===== config.mk =====
export PLATFORM = sky130hd
export DESIGN_NAME = clock_buffer_frame_replacement
export DESIGN_NICKNAME = d
export VERILOG_FILES = /design/src/design/cbfr_pkg.sv /design/src/design/cbfr_ram.sv /design/src/design/cbfr_table.sv /design/src/design/clock_buffer_frame_replacement.sv
export VERILOG_INCLUDE_DIRS = /design/src /design/src/design
export SDC_FILE = /design/constraint.sdc
export NUM_CORES = 1
export LEC_CHECK = 0
export ABC_AREA = 0
export ABC_CLOCK_PERIOD_IN_PS = 10100
export BUFFER_PORTS_ARGS = -buffer_cell sky130_fd_sc_hd__buf_4
export CORE_MARGIN = 2
export CORE_UTILIZATION = 60
export DETAILED_ROUTE_END_ITERATION = 7
export PLACE_DENSITY_LB_ADDON = 0.08
export SETUP_SLACK_MARGIN = 0.05
export SYNTH_ARGS = -nofsm -noshare
export SYNTH_HDL_FRONTEND = slang
export SYNTH_SLANG_ARGS = --single-unit

===== constraint.sdc =====
create_clock -name clk -period 10.1 [get_ports clk]
set_input_delay 3.03 -clock clk [delete_from_list [all_inputs] [get_ports clk]]
set_output_delay 3.03 -clock clk [all_outputs]
set_load 0.01 [all_outputs]

===== src/design/clock_buffer_frame_replacement_macros.svh =====
// Assertion macros for the frame-replacement block.
// Used by modules that include this header; expects clk and arst_n in scope.
`ifndef CLOCK_BUFFER_FRAME_REPLACEMENT_MACROS_SVH
`define CLOCK_BUFFER_FRAME_REPLACEMENT_MACROS_SVH

// consequent must hold in the same cycle as the antecedent
`define CBFR_ASSERT_NOW(label, ante, cons, msg) \
	label: assert property (@(posedge clk) disable iff (!arst_n) (ante) |-> (cons)) \
		else $error(msg);

// consequent must hold in the cycle after the antecedent
`define CBFR_ASSERT_NEXT(label, ante, cons, msg) \
	label: assert property (@(posedge clk) disable iff (!arst_n) (ante) |=> (cons)) \
		else $error(msg);

`endif


===== src/design/cbfr_pkg.sv =====
// Shared types and constants for the frame-replacement block.
// No dependencies.
package cbfr_pkg;

	// fixed field widths
	localparam int PAGE_W   = 16;
	localparam int OP_W     = 2;
	localparam int STATUS_W = 3;
	localparam int FIDX_W   = 4;
	localparam int FIU_W    = 5;

	// parameter defaults
	localparam int NUM_FRAMES_DEF = 16;
	localparam int PIN_BITS_DEF   = 8;

	localparam logic [FIU_W-1:0] FIU_RESET = 5'd16;

	// operation codes
	localparam logic [OP_W-1:0] OP_ACCESS = 2'd0;
	localparam logic [OP_W-1:0] OP_UNPIN  = 2'd1;
	localparam logic [OP_W-1:0] OP_TOGGLE = 2'd2;
	localparam logic [OP_W-1:0] OP_NONE   = 2'd3;

	// result status codes
	localparam logic [STATUS_W-1:0] ST_HIT          = 3'd0;
	localparam logic [STATUS_W-1:0] ST_LOADED       = 3'd1;
	localparam logic [STATUS_W-1:0] ST_EVICT_CLEAN  = 3'd2;
	localparam logic [STATUS_W-1:0] ST_EVICT_DIRTY  = 3'd3;
	localparam logic [STATUS_W-1:0] ST_ALL_PINNED   = 3'd4;
	localparam logic [STATUS_W-1:0] ST_NOT_RESIDENT = 3'd5;
	localparam logic [STATUS_W-1:0] ST_DONE         = 3'd6;

	typedef enum logic [1:0] {
		S_IDLE,
		S_SCAN,
		S_DECIDE,
		S_SWEEP
	} state_t;

endpackage


===== src/design/cbfr_ram.sv =====
// Generic single-write, single-read RAM with registered read data.
// No dependencies.
module cbfr_ram #(
	parameter int WIDTH = 8,
	parameter int DEPTH = 16
) (
	input  logic                     clk,
	input  logic                     wr_en,
	input  logic [$clog2(DEPTH)-1:0] wr_addr,
	input  logic [WIDTH-1:0]         wr_data,
	input  logic                     rd_en,
	input  logic [$clog2(DEPTH)-1:0] rd_addr,
	output logic [WIDTH-1:0]         rd_data
);

	logic [WIDTH-1:0] mem [DEPTH];

	// write port and registered read port
	always_ff @(posedge clk) begin
		if (wr_en) begin
			mem[wr_addr] <= wr_data;
		end
		if (rd_en) begin
			rd_data <= mem[rd_addr];
		end
	end

endmodule


===== src/design/cbfr_table.sv =====
// Frame table: RAM plus per-entry valid bits and write-to-read forwarding.
// Depends on cbfr_ram. Entries never written read as zero (empty frame).
module cbfr_table #(
	parameter int WIDTH = 26,
	parameter int DEPTH = 16
) (
	input  logic                     clk,
	input  logic                     arst_n,
	input  logic                     wr_en,
	input  logic [$clog2(DEPTH)-1:0] wr_addr,
	input  logic [WIDTH-1:0]         wr_data,
	input  logic                     rd_en,
	input  logic [$clog2(DEPTH)-1:0] rd_addr,
	output logic [WIDTH-1:0]         rd_data
);

	logic [DEPTH-1:0] vld_q;
	logic             vld_s1;
	logic             fwd_s1;
	logic [WIDTH-1:0] fwd_data_s1;
	logic [WIDTH-1:0] ram_q;

	cbfr_ram #(
		.WIDTH(WIDTH),
		.DEPTH(DEPTH)
	) u_ram (
		.clk    (clk),
		.wr_en  (wr_en),
		.wr_addr(wr_addr),
		.wr_data(wr_data),
		.rd_en  (rd_en),
		.rd_addr(rd_addr),
		.rd_data(ram_q)
	);

	// valid bits: cleared at reset, set on first write
	always_ff @(posedge clk or negedge arst_n) begin
		if (!arst_n) begin
			vld_q  <= '0;
			vld_s1 <= 1'b0;
			fwd_s1 <= 1'b0;
		end else begin
			if (wr_en) begin
				vld_q[wr_addr] <= 1'b1;
			end
			if (rd_en) begin
				vld_s1 <= vld_q[rd_addr];
				fwd_s1 <= wr_en && (wr_addr == rd_addr);
			end
		end
	end

	// forwarded data for a read that meets a write to the same entry
	always_ff @(posedge clk) begin
		if (rd_en) begin
			fwd_data_s1 <= wr_data;
		end
	end

	always_comb begin
		if (fwd_s1) begin
			rd_data = fwd_data_s1;
		end else if (vld_s1) begin
			rd_data = ram_q;
		end else begin
			rd_data = '0;
		end
	end

endmodule


===== src/design/clock_buffer_frame_replacement.sv =====
// Buffer-pool frame table with CLOCK (second chance) replacement: top level.
// Depends on cbfr_pkg, cbfr_table, cbfr_ram and the assertion macro header.
//
//  channel   | handshake            | beat
//  ----------+----------------------+---------------------------------------
//  request   | start & !busy        | op, page_id
//  result    | done (one cycle)     | status, frame_index, victim_page
//  config    | cfg_we               | cfg_data (frames_in_use)
//
// A refused request (page 0 or OP_NONE) answers in the cycle after accept.
// Otherwise the lookup reads frames 0..n-1 from the frame RAM,
// one per cycle; a full table adds a sweep of up to 2n frame reads,
// one frame per cycle through the same RAM read port.
// Reset clears the valid bits at once, so every frame reads empty; no pass.
// The receiver cannot stall: results are shown for exactly one cycle.
module clock_buffer_frame_replacement #(
	parameter int NUM_FRAMES = cbfr_pkg::NUM_FRAMES_DEF,
	parameter int PIN_BITS   = cbfr_pkg::PIN_BITS_DEF
) (
	input  logic                          clk,
	input  logic                          arst_n,
	input  logic                          start,
	output logic                          busy,
	input  logic [cbfr_pkg::OP_W-1:0]     op,
	input  logic [cbfr_pkg::PAGE_W-1:0]   page_id,
	output logic                          done,
	output logic [cbfr_pkg::STATUS_W-1:0] status,
	output logic [cbfr_pkg::FIDX_W-1:0]   frame_index,
	output logic [cbfr_pkg::PAGE_W-1:0]   victim_page,
	input  logic                          cfg_we,
	input  logic [cbfr_pkg::FIU_W-1:0]    cfg_data
);

	import cbfr_pkg::*;

`include "clock_buffer_frame_replacement_macros.svh"

	localparam int IDX_W = $clog2(NUM_FRAMES);
	localparam int CNT_W = $clog2(NUM_FRAMES + 1);
	localparam int STP_W = CNT_W + 1;
	localparam int ENT_W = PAGE_W + PIN_BITS + 2;

	function automatic logic [IDX_W-1:0] nxt_idx(input logic [IDX_W-1:0] h,
		input logic [CNT_W-1:0] n);
		logic [CNT_W-1:0] h1;
		h1 = CNT_W'(h) + CNT_W'(1);
		return (h1 >= n) ? '0 : h1[IDX_W-1:0];
	endfunction

	state_t              state_q, state_d;
	logic [FIU_W-1:0]    fiu_q;
	logic [CNT_W-1:0]    n_cfg, n_q;
	logic [STP_W-1:0]    n2;
	logic [OP_W-1:0]     op_q;
	logic [PAGE_W-1:0]   page_q;
	logic [STP_W-1:0]    rd_cnt_q;
	logic [STP_W-1:0]    step_q;
	logic [IDX_W-1:0]    rd_ptr_q;
	logic [IDX_W-1:0]    hand_q;
	logic [IDX_W-1:0]    hand_norm;
	logic                rdv_s1;
	logic [IDX_W-1:0]    idx_s1;
	logic                match_found_q, empty_found_q;
	logic [IDX_W-1:0]    match_idx_q, empty_idx_q;
	logic [ENT_W-1:0]    match_data_q;

	// frame table access
	logic                rd_en, wr_en;
	logic [IDX_W-1:0]    rd_addr, wr_addr;
	logic [ENT_W-1:0]    wr_data, rd_data;

	// entry fields of the read data and of the matched entry
	logic [PAGE_W-1:0]   d_page, m_page;
	logic                d_dirty, m_dirty, d_ref;
	logic [PIN_BITS-1:0] d_pins, m_pins;
	logic [ENT_W-1:0]    install_ent;

	// decode and control
	logic                refuse;
	logic                scan_last, scan_match, scan_empty;
	logic                sweep_evict, sweep_last;
	logic                resp_d;
	logic [STATUS_W-1:0] status_d;
	logic [IDX_W-1:0]    fidx_d;
	logic [PAGE_W-1:0]   victim_d;
	logic [STATUS_W-1:0] status_q;
	logic [IDX_W-1:0]    fidx_q;
	logic [PAGE_W-1:0]   victim_q;
	logic                done_q;
	logic [IDX_W+FIDX_W-1:0] fidx_ext;

	cbfr_table #(
		.WIDTH(ENT_W),
		.DEPTH(NUM_FRAMES)
	) u_table (
		.clk    (clk),
		.arst_n (arst_n),
		.wr_en  (wr_en),
		.wr_addr(wr_addr),
		.wr_data(wr_data),
		.rd_en  (rd_en),
		.rd_addr(rd_addr),
		.rd_data(rd_data)
	);

	// effective frame count from the register
	always_comb begin
		if (fiu_q == '0) begin
			n_cfg = CNT_W'(1);
		end else if (32'(fiu_q) > 32'(NUM_FRAMES)) begin
			n_cfg = CNT_W'(NUM_FRAMES);
		end else begin
			n_cfg = CNT_W'(fiu_q);
		end
	end

	assign n2 = {n_q, 1'b0};

	// entry layout: page, dirty, pins, ref
	assign d_page  = rd_data[ENT_W-1 -: PAGE_W];
	assign d_dirty = rd_data[PIN_BITS+1];
	assign d_pins  = rd_data[PIN_BITS:1];
	assign d_ref   = rd_data[0];
	assign m_page  = match_data_q[ENT_W-1 -: PAGE_W];
	assign m_dirty = match_data_q[PIN_BITS+1];
	assign m_pins  = match_data_q[PIN_BITS:1];

	assign install_ent = {page_q, 1'b0, PIN_BITS'(1), 1'b1};

	assign refuse      = (page_id == '0) || (op == OP_NONE);
	assign scan_last   = rdv_s1 && (CNT_W'(idx_s1) == n_q - CNT_W'(1));
	assign scan_match  = rdv_s1 && !match_found_q && (d_page == page_q);
	assign scan_empty  = rdv_s1 && !empty_found_q && (d_page == '0);
	assign sweep_evict = rdv_s1 && (d_pins == '0) && !d_ref;
	assign sweep_last  = rdv_s1 && (step_q == n2 - STP_W'(1));
	assign hand_norm   = (CNT_W'(hand_q) >= n_q) ? '0 : hand_q;

	// next state, table access and result
	always_comb begin
		state_d  = state_q;
		rd_en    = 1'b0;
		rd_addr  = rd_cnt_q[IDX_W-1:0];
		wr_en    = 1'b0;
		wr_addr  = match_idx_q;
		wr_data  = match_data_q;
		resp_d   = 1'b0;
		status_d = ST_HIT;
		fidx_d   = '0;
		victim_d = '0;
		unique case (state_q)
			S_IDLE: begin
				if (start) begin
					if (refuse) begin
						resp_d   = 1'b1;
						status_d = ST_NOT_RESIDENT;
					end else begin
						state_d = S_SCAN;
					end
				end
			end
			S_SCAN: begin
				rd_en = (rd_cnt_q < STP_W'(n_q));
				if (scan_last) begin
					state_d = S_DECIDE;
				end
			end
			S_DECIDE: begin
				if (op_q != OP_ACCESS) begin
					resp_d  = 1'b1;
					state_d = S_IDLE;
					if (!match_found_q) begin
						status_d = ST_NOT_RESIDENT;
					end else begin
						wr_en    = 1'b1;
						status_d = ST_DONE;
						fidx_d   = match_idx_q;
						if (op_q == OP_UNPIN) begin
							wr_data[PIN_BITS:1] = (m_pins != '0) ? m_pins - PIN_BITS'(1)
								: m_pins;
						end else begin
							wr_data[PIN_BITS+1] = !m_dirty;
						end
					end
				end else if (match_found_q) begin
					wr_en    = 1'b1;
					wr_data  = {m_page, m_dirty,
						(m_pins != '1) ? m_pins + PIN_BITS'(1) : m_pins, 1'b1};
					resp_d   = 1'b1;
					status_d = ST_HIT;
					fidx_d   = match_idx_q;
					state_d  = S_IDLE;
				end else if (empty_found_q) begin
					wr_en    = 1'b1;
					wr_addr  = empty_idx_q;
					wr_data  = install_ent;
					resp_d   = 1'b1;
					status_d = ST_LOADED;
					fidx_d   = empty_idx_q;
					state_d  = S_IDLE;
				end else begin
					state_d = S_SWEEP;
				end
			end
			S_SWEEP: begin
				rd_en   = (rd_cnt_q < n2);
				rd_addr = rd_ptr_q;
				wr_addr = idx_s1;
				if (sweep_evict) begin
					wr_en    = 1'b1;
					wr_data  = install_ent;
					resp_d   = 1'b1;
					status_d = d_dirty ? ST_EVICT_DIRTY : ST_EVICT_CLEAN;
					fidx_d   = idx_s1;
					victim_d = d_page;
					state_d  = S_IDLE;
				end else begin
					// unpinned frame with its ref bit set: second chance
					if (rdv_s1 && (d_pins == '0)) begin
						wr_en   = 1'b1;
						wr_data = {rd_data[ENT_W-1:1], 1'b0};
					end
					if (sweep_last) begin
						resp_d   = 1'b1;
						status_d = ST_ALL_PINNED;
						fidx_d   = hand_q;
						state_d  = S_IDLE;
					end
				end
			end
			default: begin
				state_d = S_IDLE;
			end
		endcase
	end

	always_ff @(posedge clk or negedge arst_n) begin
		if (!arst_n) begin
			state_q <= S_IDLE;
		end else begin
			state_q <= state_d;
		end
	end

	// control registers
	always_ff @(posedge clk or negedge arst_n) begin
		if (!arst_n) begin
			fiu_q         <= FIU_RESET;
			n_q           <= '0;
			rd_cnt_q      <= '0;
			step_q        <= '0;
			rd_ptr_q      <= '0;
			hand_q        <= '0;
			rdv_s1        <= 1'b0;
			match_found_q <= 1'b0;
			empty_found_q <= 1'b0;
			done_q        <= 1'b0;
		end else begin
			rdv_s1 <= rd_en;
			done_q <= resp_d;
			if (cfg_we) begin
				fiu_q <= cfg_data;
			end
			unique case (state_q)
				S_IDLE: begin
					if (start && !refuse) begin
						n_q           <= n_cfg;
						rd_cnt_q      <= '0;
						match_found_q <= 1'b0;
						empty_found_q <= 1'b0;
					end
				end
				S_SCAN: begin
					if (rd_en) begin
						rd_cnt_q <= rd_cnt_q + STP_W'(1);
					end
					if (scan_match) begin
						match_found_q <= 1'b1;
					end
					if (scan_empty) begin
						empty_found_q <= 1'b1;
					end
				end
				S_DECIDE: begin
					// the hand wraps only when a sweep actually begins
					if (state_d == S_SWEEP) begin
						hand_q <= hand_norm;
					end
					rd_ptr_q <= hand_norm;
					rd_cnt_q <= '0;
					step_q   <= '0;
				end
				S_SWEEP: begin
					if (rd_en) begin
						rd_ptr_q <= nxt_idx(rd_ptr_q, n_q);
						rd_cnt_q <= rd_cnt_q + STP_W'(1);
					end
					if (rdv_s1) begin
						step_q <= step_q + STP_W'(1);
					end
					if (sweep_evict) begin
						hand_q <= nxt_idx(idx_s1, n_q);
					end
				end
				default: begin
					rd_cnt_q <= '0;
				end
			endcase
		end
	end

	// payload registers
	always_ff @(posedge clk) begin
		idx_s1 <= rd_addr;
		if (state_q == S_IDLE && start) begin
			op_q   <= op;
			page_q <= page_id;
		end
		if (state_q == S_SCAN && scan_match) begin
			match_idx_q  <= idx_s1;
			match_data_q <= rd_data;
		end
		if (state_q == S_SCAN && scan_empty) begin
			empty_idx_q <= idx_s1;
		end
		if (resp_d) begin
			status_q <= status_d;
			fidx_q   <= fidx_d;
			victim_q <= victim_d;
		end
	end

	assign fidx_ext    = {FIDX_W'(0), fidx_q};
	assign busy        = (state_q != S_IDLE);
	assign done        = done_q;
	assign status      = status_q;
	assign frame_index = fidx_ext[FIDX_W-1:0];
	assign victim_page = victim_q;

	// a result is only shown once the block is free again
	`CBFR_ASSERT_NOW(a_done_idle, done, !busy, "result strobe while busy")
	// an accepted request either answers at once or starts work
	`CBFR_ASSERT_NEXT(a_accept_moves, start && !busy, busy || done, "request lost")
	// same-entry read and write only in a one-frame sweep
	`CBFR_ASSERT_NOW(a_fwd_case, rd_en && wr_en && (rd_addr == wr_addr),
		(state_q == S_SWEEP) && (n_q == CNT_W'(1)), "unexpected same-entry overlap")
	// the sweep never issues more than twice the frame count
	`CBFR_ASSERT_NOW(a_sweep_bound, state_q == S_SWEEP, rd_cnt_q <= n2,
		"sweep overran its bound")

endmodule


* Yosys cells after proc, flatten, opt, wreduce, memory -nomap -nowiden *
Memory sizes are Yosys's and may differ from the RTL's. A register that Yosys moved wholly into a read port is not among the register bits.
Cells that the tools add are included.

word-level totals
  memories kept = 1
  flip-flop bits (word level) = 159
  bits of input ports = 27
  bits in writable memories = 416

operators by class
  order comparisons = 9
  reductions and logical operators = 39
  add/sub/neg operators = 8
  mux-type cells = 86
  bitwise operators = 1
  equality and inequality tests = 19

memories
  memory             depth  bits a word  rd ports  clocked after Yosys merged registers in  write ports  RTL line        text
  u_table.u_ram.mem  16     26           1         1                                        1            cbfr_ram.sv:16  logic [WIDTH-1:0] mem [DEPTH];

operator list
  operator                                                                      number
  26-bit 2-to-1 mux                                                             6
  4-bit 2-to-1 mux                                                              16
  26-bit one-hot mux with 2 select lines                                        1
  16-bit logical NOT                                                            2
  4-bit one-hot mux with 2 select lines                                         4
  8-bit 2-to-1 mux                                                              3
  1-bit 2-to-1 mux                                                              23
  2-bit 2-to-1 mux                                                              9
  6-bit 2-to-1 mux                                                              3
  9-bit 2-to-1 mux                                                              2
  6-bit one-hot mux with 3 select lines                                         1
  16-bit == test                                                                1
  16-bit 2-to-1 mux                                                             1
  16-bit bitwise OR                                                             1
  3-bit 2-to-1 mux                                                              5
  1-bit logical AND                                                             14
  2-bit inequality test, second input constant                                  7
  6-bit by 1-bit adder with 6-bit output, second input constant                 2
  6-bit one-hot mux with 2 select lines                                         1
  4-bit by 1-bit adder with 5-bit output, second input constant                 2
  5-bit greater-or-equal comparator                                             2
  4-bit by 5-bit less-than comparator with 1-bit output, second input constant  2
  5-bit 2-to-1 mux                                                              2
  2-bit AND reduction                                                           5
  31 further kinds                                                              47

* Depth between registers and ports, before layout *
  depth in word-level cells = 10
  mapped depth = 11

* Modules after synthesis *
Synthesis repeated with hierarchy kept, for this count alone.

second synthesis, totals
  cells, all modules = 1422
  area total of the unflattened synthesis = 24887.6 um2

by module, submodules not included
  module                          times used  seq. area each (um2)  area each (um2)  cells each
  cbfr_ram                        1           13272.7               16637.2          686
  clock_buffer_frame_replacement  1           3234.4                6362.4           611
  cbfr_table                      1           1231.2                1888.1           125

* Worst setup path before layout *
OpenSTA, ideal clock, no wires.

  kind = input -> register
  from = input start
  to = register fidx_q[0], in the netlist frame_index[0] (enable)
  required time = 9718 ps
  path slack = 5342 ps
  stages = 4
  data arrival time = 4376 ps
  path through = and2_1 nand2b_1 nand2_1 a31o_1

between the ends
  cells in the longest elaborated chain, start to end = 2

ends and longest elaborated chain
  item                                   RTL line                               text
  start, declared                        clock_buffer_frame_replacement.sv:22   input logic start,
  1-bit 2-to-1 mux                       clock_buffer_frame_replacement.sv:152  if (start) begin
  1-bit one-hot mux with 3 select lines  clock_buffer_frame_replacement.sv:150  unique case (state_q)
  named net resp_d                       clock_buffer_frame_replacement.sv:82   logic resp_d;
  end signal, assigned                   clock_buffer_frame_replacement.sv:327  fidx_q <= fidx_d;
  end, declared                          clock_buffer_frame_replacement.sv:87   logic [IDX_W-1:0] fidx_q;

The timed path passes the listed nets, and every way through them passes these cells.
A chain may end at the register's enable or synchronous reset.

* Worst setup path in the final report *
  from = input page_id[9] in the netlist's numbering
  to = register victim_q[9], in the netlist victim_page[9] (enable)

between the ends
  cells in the longest elaborated chain, start to end = 5

ends and longest elaborated chain
  item                                   RTL line                               text
  start, declared                        clock_buffer_frame_replacement.sv:25   input logic [cbfr_pkg::PAGE_W-1:0] page_id,
  16-bit logical NOT                     clock_buffer_frame_replacement.sv:130  assign refuse = (page_id == '0) || (op == OP_NONE);
  1-bit logical OR                       clock_buffer_frame_replacement.sv:130
  1-bit 2-to-1 mux                       clock_buffer_frame_replacement.sv:153  if (refuse) begin
  1-bit 2-to-1 mux                       clock_buffer_frame_replacement.sv:152
  1-bit one-hot mux with 3 select lines  clock_buffer_frame_replacement.sv:150
  named net resp_d                       clock_buffer_frame_replacement.sv:82
  end signal, assigned                   clock_buffer_frame_replacement.sv:328  victim_q <= victim_d;
  end, declared                          clock_buffer_frame_replacement.sv:88   logic [PAGE_W-1:0] victim_q;

The timed path passes the listed nets, and every way through them passes these cells.

==> metrics.txt <==
status=finished clean; post-route ant nets=0; Worst Path Required=10.34 ns; largest net degree at the start of global routing=130; flop-to-flop setup slack=5.50 ns; H-tree levels=2; CP peak stage delay=0.81 ns; WL/cell=24.2 um; multiplexer share of the synthesized area=7.13%; drt first pass iters=5; peak fanout along the critical path=24; synth unique cells=74; Final #Nets=1906; Worst Slack Setup Final=5.13 ns; worst-case reg-to-reg path depth=8; Total Routing Usage GR=27.0%; Tcrit/Tclk final=49.2%; power density over the cells=166 nW/um^2; vias per cell=6.39; Finish-stage setup viols=0; Post-Route Skew=0.0179 ns; Critical R2R Capture=u_table.u_ram.rd_data[16]; RSZ-0062 raised after global routing=false; critical-path cell list=buf_4 -> nor4_1 -> and4_1 -> a21oi_1 -> nand2b_1 -> nand2_1 -> a31o_1; Synth Cell Area=25800 um^2; flops & latches, synth=601; first-pass GRT wire length=90.0 mm; Synth Area in XOR/XNOR=1.39%; EDFF count, synth=543; Crit. Startpoint=page_id[9]; number of global-route vias before repair=14962; Setup TNS=0 ns; worst slack at placement=4.46 ns; clock transition at the registers of the reported paths=0.06 ns; Initial Util=61.1%; Hold Buf Count CTS=0; Longest Clk Path Bufs=3; Worst-Margin Slew=1.15 ns; CORE AREA=42200 um^2; drt drc=0; crit path DAT=5.21 ns; Pwr Total=4.72 mW; final std cells w/o fill=2437; Final Util=67.5%; area post-placement=26700 um^2; Synth Instances=1801; CP Launch Type=input pin; relative slew slack=22.7%; Clock Sinks=601; area of the multi-input gates=7490 um^2; LEAKAGE=8.21 nW; post-synthesis compound-gate area fraction=8.92%; register area share after synthesis=68.8%; Area Overhead vs Synth=10.5%; worst min path class=reg2reg; Detailed Route Iter0 Violations=1619; fillers=2984; Hold Fails Final Rpt=0; yosys warns=0; share of post-route cells with drive strength above 1=12.3%; Die W=211 um; GPL Wtd Cong=0.900; CP top delay family=simple AND/OR/NAND/NOR gates; postcts setup bufs=0; CP endpoint kind=flop; initial antenna violation count=0; DRT Wirelength=59.1 mm; FF-to-FF Start=state_q[0]; CTS root buf=clkbuf_16; Most used DFF post-synth=edfxtp_1; Placed Cells incl. Taps=2327; asr flop ratio synth=8.99%; Storage cell area=17700 um^2; simple-gate portion of the synthesized area=9.48%; Max Freq=201 MHz; crit path kind=in2reg; max cap viols=0; Finished Cell Area=28500 um^2; CTS tree=yes; io pins=52; post_cts resized=0; Slew Limit Fails=0; IO buf count=51; largest family of logic cells by synthesized area=simple AND/OR/NAND/NOR gates; Die ar.=44600 um^2; die height=211 um; Remaining Overflow, GRT=0; Clock Latency Late Sink=0.63 ns; buffer and inverter count on the worst path=1; post-layout min period=4.97 ns; WP depth=7; CP max-delay cell=a31o_1; Hold WS=0.463 ns; # rows=75; Post-DP HPWL=34.7 mm; Syn Area/Cell=14.3 um^2; Synth Area in Adders=1.46%; Post-Syn Nets=1858; CTS buffer count=59; routed vias=15572; VDD IR max=0.139 mV; Worst Setup EP=victim_page[9]
[power breakdown]
part / switching [mW] / internal, mW / total (mW)
registers: 0.00165 / 2.68 / 2.68
logic: 0.00844 / 0.00923 / 0.0177
clock network: 0.905 / 1.12 / 2.03
[cells in the mapped netlist, types with 19 or more instances]
master    number  share of area, %
edfxtp_1     543                63
nand2_1      218               3.2
mux2i_1      115               4.5
nor2_1        89               1.3
nand3_1       81               1.6
a21oi_1       57               1.1
clkbuf_1      56              0.82
a311oi_1      53               1.8
dfrtp_1       53               5.1
a211oi_1      37               1.1
and3_1        36              0.87
ha_1          30               1.5
inv_1         30              0.44
mux4_2        26               2.3
buf_2         23              0.45
xnor2_1       23              0.78
nor3_1        20              0.39
a22oi_1       19              0.55
[placed cells by master (no fill, tap or decap), types with 9 or more instances in the layout]
cell | netlist | layout
a211oi_1 | 37 | 37
a21o_1 | 12 | 12
a21oi_1 | 57 | 57
a221o_1 | 11 | 11
a221oi_1 | 11 | 11
a22o_1 | 18 | 18
a22oi_1 | 19 | 19
a311oi_1 | 53 | 53
a31oi_1 | 9 | 9
and3_1 | 36 | 36
buf_4 | 7 | 89
clkbuf_1 | 56 | 12
clkbuf_16 | 0 | 59
clkinv_1 | 0 | 21
clkinv_2 | 1 | 12
dfrtp_1 | 53 | 53
edfxtp_1 | 543 | 543
ha_1 | 30 | 30
inv_1 | 30 | 30
mux2i_1 | 115 | 113
mux4_2 | 26 | 26
nand2_1 | 218 | 218
nand2b_1 | 14 | 14
nand3_1 | 81 | 81
nor2_1 | 89 | 73
nor2_4 | 0 | 16
nor3_1 | 20 | 19
nor4_1 | 15 | 15
o21ai_0 | 15 | 15
o21ai_1 | 15 | 15
o22ai_1 | 14 | 13
or2_1 | 18 | 18
xnor2_1 | 23 | 23
xor2_1 | 18 | 18
[state kept, by name (all words and copies together), names as in the netlist, 2 cells and up]
name and cells:
step_q 6, state_q 2, rd_cnt_q 6, hand_q 4, u_table.u_ram.rd_data 26, fiu_q 5, status 3, idx_s1 4
page_q 16, n_q 5, empty_idx_q 4, u_table.vld_q 16, frame_index 4, op_q 2, match_idx_q 4, u_table.u_ram.mem 416
rd_ptr_q 4, match_data_q 26, victim_page 16, u_table.fwd_data_s1 26
[layout make-up]
| type | instances | area share (%) |
|---|---|---|
| well taps | 539 | 2.37 |
| clock inverters | 38 | 0.900 |
| flip-flops and latches | 601 | 62.2 |
| clock buffers | 71 | 5.34 |
| multi-input cells | 1061 | 26.3 |
| repair buffers | 89 | 2.34 |
| inverters | 37 | 0.514 |
| diodes | 1 | 0.00878 |
[worst register-to-register path, stage by stage (launching register included)]
cell and delay (ns):
dfrtp_1 0.86, nand3_1 0.22, buf_4 0.30, and2_4 0.34
inv_8 0.73, buf_4 1.11, mux2i_1 0.20, mux4_2 0.51
a21oi_1 0.18
[worst min-delay path by stage]
stage / cells past startpoint / to / slack (ns) / from
global placement: 1 / u_table.vld_q[8] / 0.45 / u_table.vld_q[8]
detailed placement: 1 / u_table.vld_q[1] / 0.45 / u_table.vld_q[1]
finish: 1 / u_table.vld_q[13] / 0.46 / u_table.vld_q[13]
global route: 1 / u_table.vld_q[9] / 0.47 / u_table.vld_q[9]
CTS: 1 / u_table.vld_q[13] / 0.47 / u_table.vld_q[13]
floorplan: 0 / empty_idx_q[2] / 0.42 / idx_s1[2]
[cells by family after synthesis]
group / after synthesis
compound gates: 313
xor+xnor: 41
fa+ha+maj: 30
buf+inv: 139
flops: 601
mux: 150
simple gates: 527
[per-layer routing]
| metal | GRT usage, % | wire length [um] | vias to the layer above |
|---|---|---|---|
| li1 | - | - | 7056 |
| met2 | 41.4 | 27000 | 633 |
| met4 | 10.7 | 2020 | 0 |
| met1 | 39.9 | 25700 | 7757 |
| met5 | 0 | 0 | - |
| met3 | 3.49 | 4420 | 126 |
No activity file was read; power rests on OpenSTA's default activity.
